**config.mk**
```make
export PLATFORM = sky130hd
export DESIGN_NAME = oer_ctrl
export DESIGN_NICKNAME = d
export VERILOG_FILES = /design/src/oer_pkg.sv /design/src/oer_ctrl.sv
export SDC_FILE = /design/constraint.sdc
export NUM_CORES = 1
export LEC_CHECK = 0
export ABC_CLOCK_PERIOD_IN_PS = 950
export BUFFER_PORTS_ARGS = -buffer_cell sky130_fd_sc_hd__clkbuf_2
export CORE_AREA = 2 2 39 41
export CTS_CLUSTER_DIAMETER = 40
export CTS_CLUSTER_SIZE = 14
export DETAILED_ROUTE_END_ITERATION = 10
export DIE_AREA = 0 0 41 43
export GPL_TIMING_DRIVEN = 0
export SYNTH_ARGS = -nofsm -noshare
export SYNTH_HDL_FRONTEND = slang
export SYNTH_SLANG_ARGS = --single-unit
```
**constraint.sdc**
```tcl
create_clock -name clk -period 0.95 [get_ports clk]
set_clock_uncertainty 0.05 [all_clocks]
set_input_delay 0.19 -clock clk [delete_from_list [all_inputs] [get_ports clk]]
set_output_delay 0.19 -clock clk [all_outputs]
set_load 0.02 [all_outputs]
```
**src/oer_pkg.sv**
```systemverilog
// ----------------------------------------------------------------------------
// oer_pkg: shared definitions for the overwrite event ring
// Field widths, parameter defaults, operation codes and the command and
// status bundles between controller and datapath.
// ----------------------------------------------------------------------------
`default_nettype none

package oer_pkg;

  localparam int DEF_RING_DEPTH  = 512;
  localparam int DEF_PEEK_BATCH  = 8;
  localparam int DEF_EVENT_WIDTH = 64;

  localparam int DATA_W = 64;
  localparam int KIND_W = 2;
  localparam int CNT_W  = 4;
  localparam int PEND_W = 10;
  localparam int DROP_W = 32;

  localparam logic [KIND_W-1:0] KIND_PUSH    = 2'd0;
  localparam logic [KIND_W-1:0] KIND_PEEK    = 2'd1;
  localparam logic [KIND_W-1:0] KIND_RELEASE = 2'd2;

  typedef struct packed {
    logic single_op;
    logic peek_load;
    logic peek_issue;
  } cmd_t;

  typedef struct packed {
    logic peek_run;
    logic peek_last;
  } stat_t;

endpackage

`default_nettype wire

```
**src/oer_ctrl.sv**
```systemverilog
// ----------------------------------------------------------------------------
// oer_ctrl: transaction sequencer
// Accepts transactions, runs multi-result peeks and drives busy.
// ----------------------------------------------------------------------------
`default_nettype none

module oer_ctrl (
  input  wire logic                      clk,
  input  wire logic                      rst,
  input  wire logic                      start,
  input  wire logic [oer_pkg::KIND_W-1:0] kind,
  input  wire oer_pkg::stat_t            stat,
  output oer_pkg::cmd_t                  cmd,
  output logic                           busy
);

  typedef enum logic {
    ST_IDLE,
    ST_PEEK
  } state_t;

  state_t state;
  logic   accept;
  logic   go_peek;

  assign accept  = start && (state == ST_IDLE);
  assign go_peek = accept && (kind == oer_pkg::KIND_PEEK) && stat.peek_run;

  always_comb begin
    cmd.single_op  = accept && !go_peek;
    cmd.peek_load  = go_peek;
    cmd.peek_issue = (state == ST_PEEK);
  end

  always_ff @(posedge clk) begin
    if (rst) begin
      state <= ST_IDLE;
      busy  <= 1'b0;
    end else begin
      unique case (state)
        ST_IDLE: begin
          if (go_peek) begin
            state <= ST_PEEK;
            busy  <= 1'b1;
          end
        end
        ST_PEEK: begin
          if (stat.peek_last) begin
            state <= ST_IDLE;
            busy  <= 1'b0;
          end
        end
        default: begin
          state <= ST_IDLE;
          busy  <= 1'b0;
        end
      endcase
    end
  end

endmodule

`default_nettype wire

```
Word level (Yosys, flattened, before mapping)
Index checks and enable logic that the tools add are counted.
{"block": "totals", "ff_bits": 2, "inputBits": 7, "out_inout_bits": 4, "elab_cells": 18}
{"block": "classes", "eq_ne": 3, "muxes": 6, "bitwise_logic": 1, "reduce_logical": 6}
{"operator": "$logic_and A1 B1 Y1", "count": 4}
{"operator": "$mux W1", "count": 4}
{"operator": "$ne A2 B2 Y1 const B", "count": 2}
{"operator": "$pmux W1 S2", "count": 2}
{"operator": "$eq A2 B1 Y1 const B", "count": 1}
{"operator": "$reduce_and A2 Y1", "count": 1}
{"operator": "$logic_not A1 Y1", "count": 1}
{"operator": "$not A1 Y1", "count": 1}

Logic depth before layout (Yosys ltp)
{"block": "logic_depth", "word_depth": 6, "ltp_mapped": 3, "ltp_nobuf": 2}

Least setup slack after synthesis
Ideal clock, no wire load.
{"block": "synth_path", "path_kind": "input to output", "startpoint": "input port kind[1] (netlist name)", "endpoint": "output port cmd[1] (netlist name)", "t_arrival_ps": 731, "required_ps": 710, "path_slack_ps": -21, "path_stages": 3, "path_buffers": 1, "path_cell_list": "nand3b_1 nor3b_1 buf_4"}
{"block": "synth_via", "elab_chain_cells": 3}
{"element": "from (decl)", "line": "oer_ctrl.sv:11", "source": "input wire logic [oer_pkg::KIND_W-1:0] kind,"}
{"element": "$eq A2 B1 Y1", "line": "oer_ctrl.sv:27", "source": "assign go_peek = accept && (kind == oer_pkg::KIND_PEEK) && stat.peek_run;"}
{"element": "$logic_and A1 B1 Y1 (2 in a row)", "line": "oer_ctrl.sv:27"}
{"element": "to (decl)", "line": "oer_ctrl.sv:13", "source": "output oer_pkg::cmd_t cmd,"}
No other way between the ends.

==> summary.txt <==
Status
  – Outcome: finished, violations left
  – Failing checks: setup timing

Yosys
  – Ys Warns: 0
  – Cells after Synth: 12
  – Syn_area_per_cell: 10.0 µm²
  – Number of synthesized register bits: 2
  – Count of unique library cells instantiated by Yosys: 10
  – Sequential area share after synthesis: 33.3%
  – Synth Cell Area: 120 µm²
  – Syn nets: 19

Die
  – Total core area: approximately 1400 µm²
  – Boundary pin count: 11
  – Die Y: 43 µm
  – Total die area: 1760 µm²
  – Die width: a little over 40 µm
  – Initial core utilization: 8.68%
  – Row cnt: 14

Setup path
  – Max incr delay on CP: 0.35 ns
  – Startpoint Class: flop
  – CP endpoint kind: output pin
  – CP max-delay cell: dfxtp_4
  – CP max FO: 5
  – Worst r2r path cells: 5
  – CP required: 0.71 ns
  – FF-to-FF End: state
  – Worst Setup Path Type: reg2out
  – Reg2Reg Setup Slack: -0.08 ns
  – Reg-to-Reg Start: state
  – Worst-path cell chain: inv_2 -> and3_4 -> buf_8
  – WP data arrival: between 0.9 and 1 ns

STA
  – Setup TNS: -0.606 ns
  – Min Clock Period, post-route: ~1.2 ns
  – Slew HR: 87.8%
  – RSZ-0062 raised after global routing: true
  – # setup viols final: 4
  – Minimum hold slack: 0.136 ns
  – Tcrit/Tclk final: 122%
  – Final hold viol count: 0
  – Slew at the pin with the worst max-slew slack: 0.183 ns
  – Fin. max-slew vios: 0
  – Max Clk Rate: 0.865 GHz
  – Worst setup margin: -0.206 ns

Min path
  – WHS Endpoint: state
  – Hold_sp: stat[0]
  – Hold Crit Depth: 2
  – Worst hold path type: in2reg

Layout
  – Final Cell Area: about 300 µm²
  – Layout cells sized above 1: 92.9%
  – FILL cells: 159
  – Layout Area Growth over Synthesis: 149%
  – Fin nets: 37
  – ANT cells: 0

Placed design
  – Count of port buffers added during placement: 10
  – Area post-placement: 190 µm²
  – RePlAce Congestion: ~0.46

Power
  – Leakage power: 0.000133 µW
  – Power consumption: 353 µW
  – Peak VDD IR: roughly 180 µV
  – Power Dens Cells: 1180 nW/µm²

Flow run
  – Max Cap Viol: 0

GRT
  – Largest net degree at the start of global routing: 6
  – Grt total ovfl: 0
  – Vias in the first global route: 163
  – Global-route wire length before repair: 593 µm
  – Antenna violations before repair: 0
  – Gr usage total: 5.80%

Drt
  – DRT Pass-1 Iters: 2
  – DR vias: 152
  – Number of vias per cell: 3.45
  – Routed len/inst: 8.57 µm
  – Routed WL: roughly 380 µm
  – Post-route DRC: 0
  – Drt initial violations: 1
  – Post-route ant nets: 0

Clocking
  – TritonCTS buffer count: 3
  – CTS tree: built
  – Root Buffer: clkbuf_4
  – Maximum buffer depth of the clock tree: 2
  – Worst-skew pair later-pin latency: ~0.23 ns
  – CTS HTree Levels: 1
  – Hold_buf cts: 0
  – Reg clk slew, reported paths: 0.03 ns
  – Clock Sinks: 2
-- worst max-delay path, delay by kind of cell, from the launching register on --
kind | cells | cell delay, ns
flip-flops | 1 | 0.35
AND/OR/NAND/NOR | 1 | 0.17
buffers and inverters | 2 | 0.17
-- cell families (layout without fill, tap and decap cells) --
group | Yosys count | in the layout | share of synthesized area (%)
flops | 2 | 2 | 33.3
compound gates | 3 | 3 | 26.0
simple gates | 4 | 4 | 25.0
buf+inv | 3 | 19 | 15.6
-- cell usage in the layout (no fill, tap or decap) --
master    count
clkbuf_2      6
or3b_4        1
buf_8         2
inv_2         1
dfxtp_1       1
nor3b_2       1
clkbuf_8      1
nand3b_1      1
buf_6         3
buf_2         1
clkbuf_4      3
a21bo_2       1
dfxtp_4       1
o32ai_2       1
and3_4        1
o22ai_2       1
buf_4         2
-- cell usage after synthesis --
cell type | instances | area, µm²
and3_1 | 1 | 6.26
o22ai_2 | 1 | 12.5
inv_1 | 1 | 3.75
nor3b_1 | 1 | 7.51
nand3b_1 | 1 | 7.51
o32ai_1 | 1 | 8.76
dfxtp_1 | 2 | 40.0
or3b_1 | 1 | 8.76
a21bo_2 | 1 | 10.0
buf_4 | 2 | 15.0
-- worst max-delay path by stage --
| stage | startpoint | endpoint | slack, ns | cells past startpoint |
|---|---|---|---|---|
| finish | state | cmd[2] | -0.21 | 3 |
| CTS | state | cmd[2] | -0.22 | 3 |
| floorplan | kind[1] | cmd[1] | -0.02 | 3 |
| global route | state | cmd[1] | -0.26 | 2 |
| global placement | kind[1] | cmd[1] | -0.26 | 5 |
| detailed placement | kind[1] | cmd[1] | -0.28 | 5 |
-- through the flow --
stage          std cells  util [%]  setup WS (ns)
6_report              44      21.6         -0.206
2_1_floorplan         12         -        -0.0212
3_5_place_dp          38      13.7         -0.275
5_1_grt               44      21.6         -0.259
3_3_place_gp          38      13.7         -0.265
4_1_cts               43      19.3         -0.223
-- state kept, by name (all words and copies together) (netlist names) --
signal,count
state,1
busy,1
-- where the power goes --
part	internal, µW	switching, µW
combinational	46.6	29.6
sequential	85.3	2.12
clock	140	50.3
total	271	82.0
-- layout make-up --
class / count / area [µm²] / share of cell area (%)
well taps: 16 / 20.0 / 6.69
clock buffers: 3 / 22.5 / 7.53
repair buffers: 14 / 120 / 40.2
multi-input cells: 7 / 81.3 / 27.2
plain buffers: 1 / 7.51 / 2.51
flip-flops and latches: 2 / 43.8 / 14.6
inverters: 1 / 3.75 / 1.26
-- routing by layer --
metal	part of all wire, %	global-route usage (%)	wire length [µm]
met4	0	10.0	0
met3	5.0	1.57	19
met5	0	0	0
met1	28	4.13	106
met2	67	8.44	251
-- timing repair --
item	CTS	global route
pin swaps	2	3
endpoints found under the setup margin	5	6
setup buffers	3	1
gates resized for setup	10	8
(Power assumes the default switching activity.)
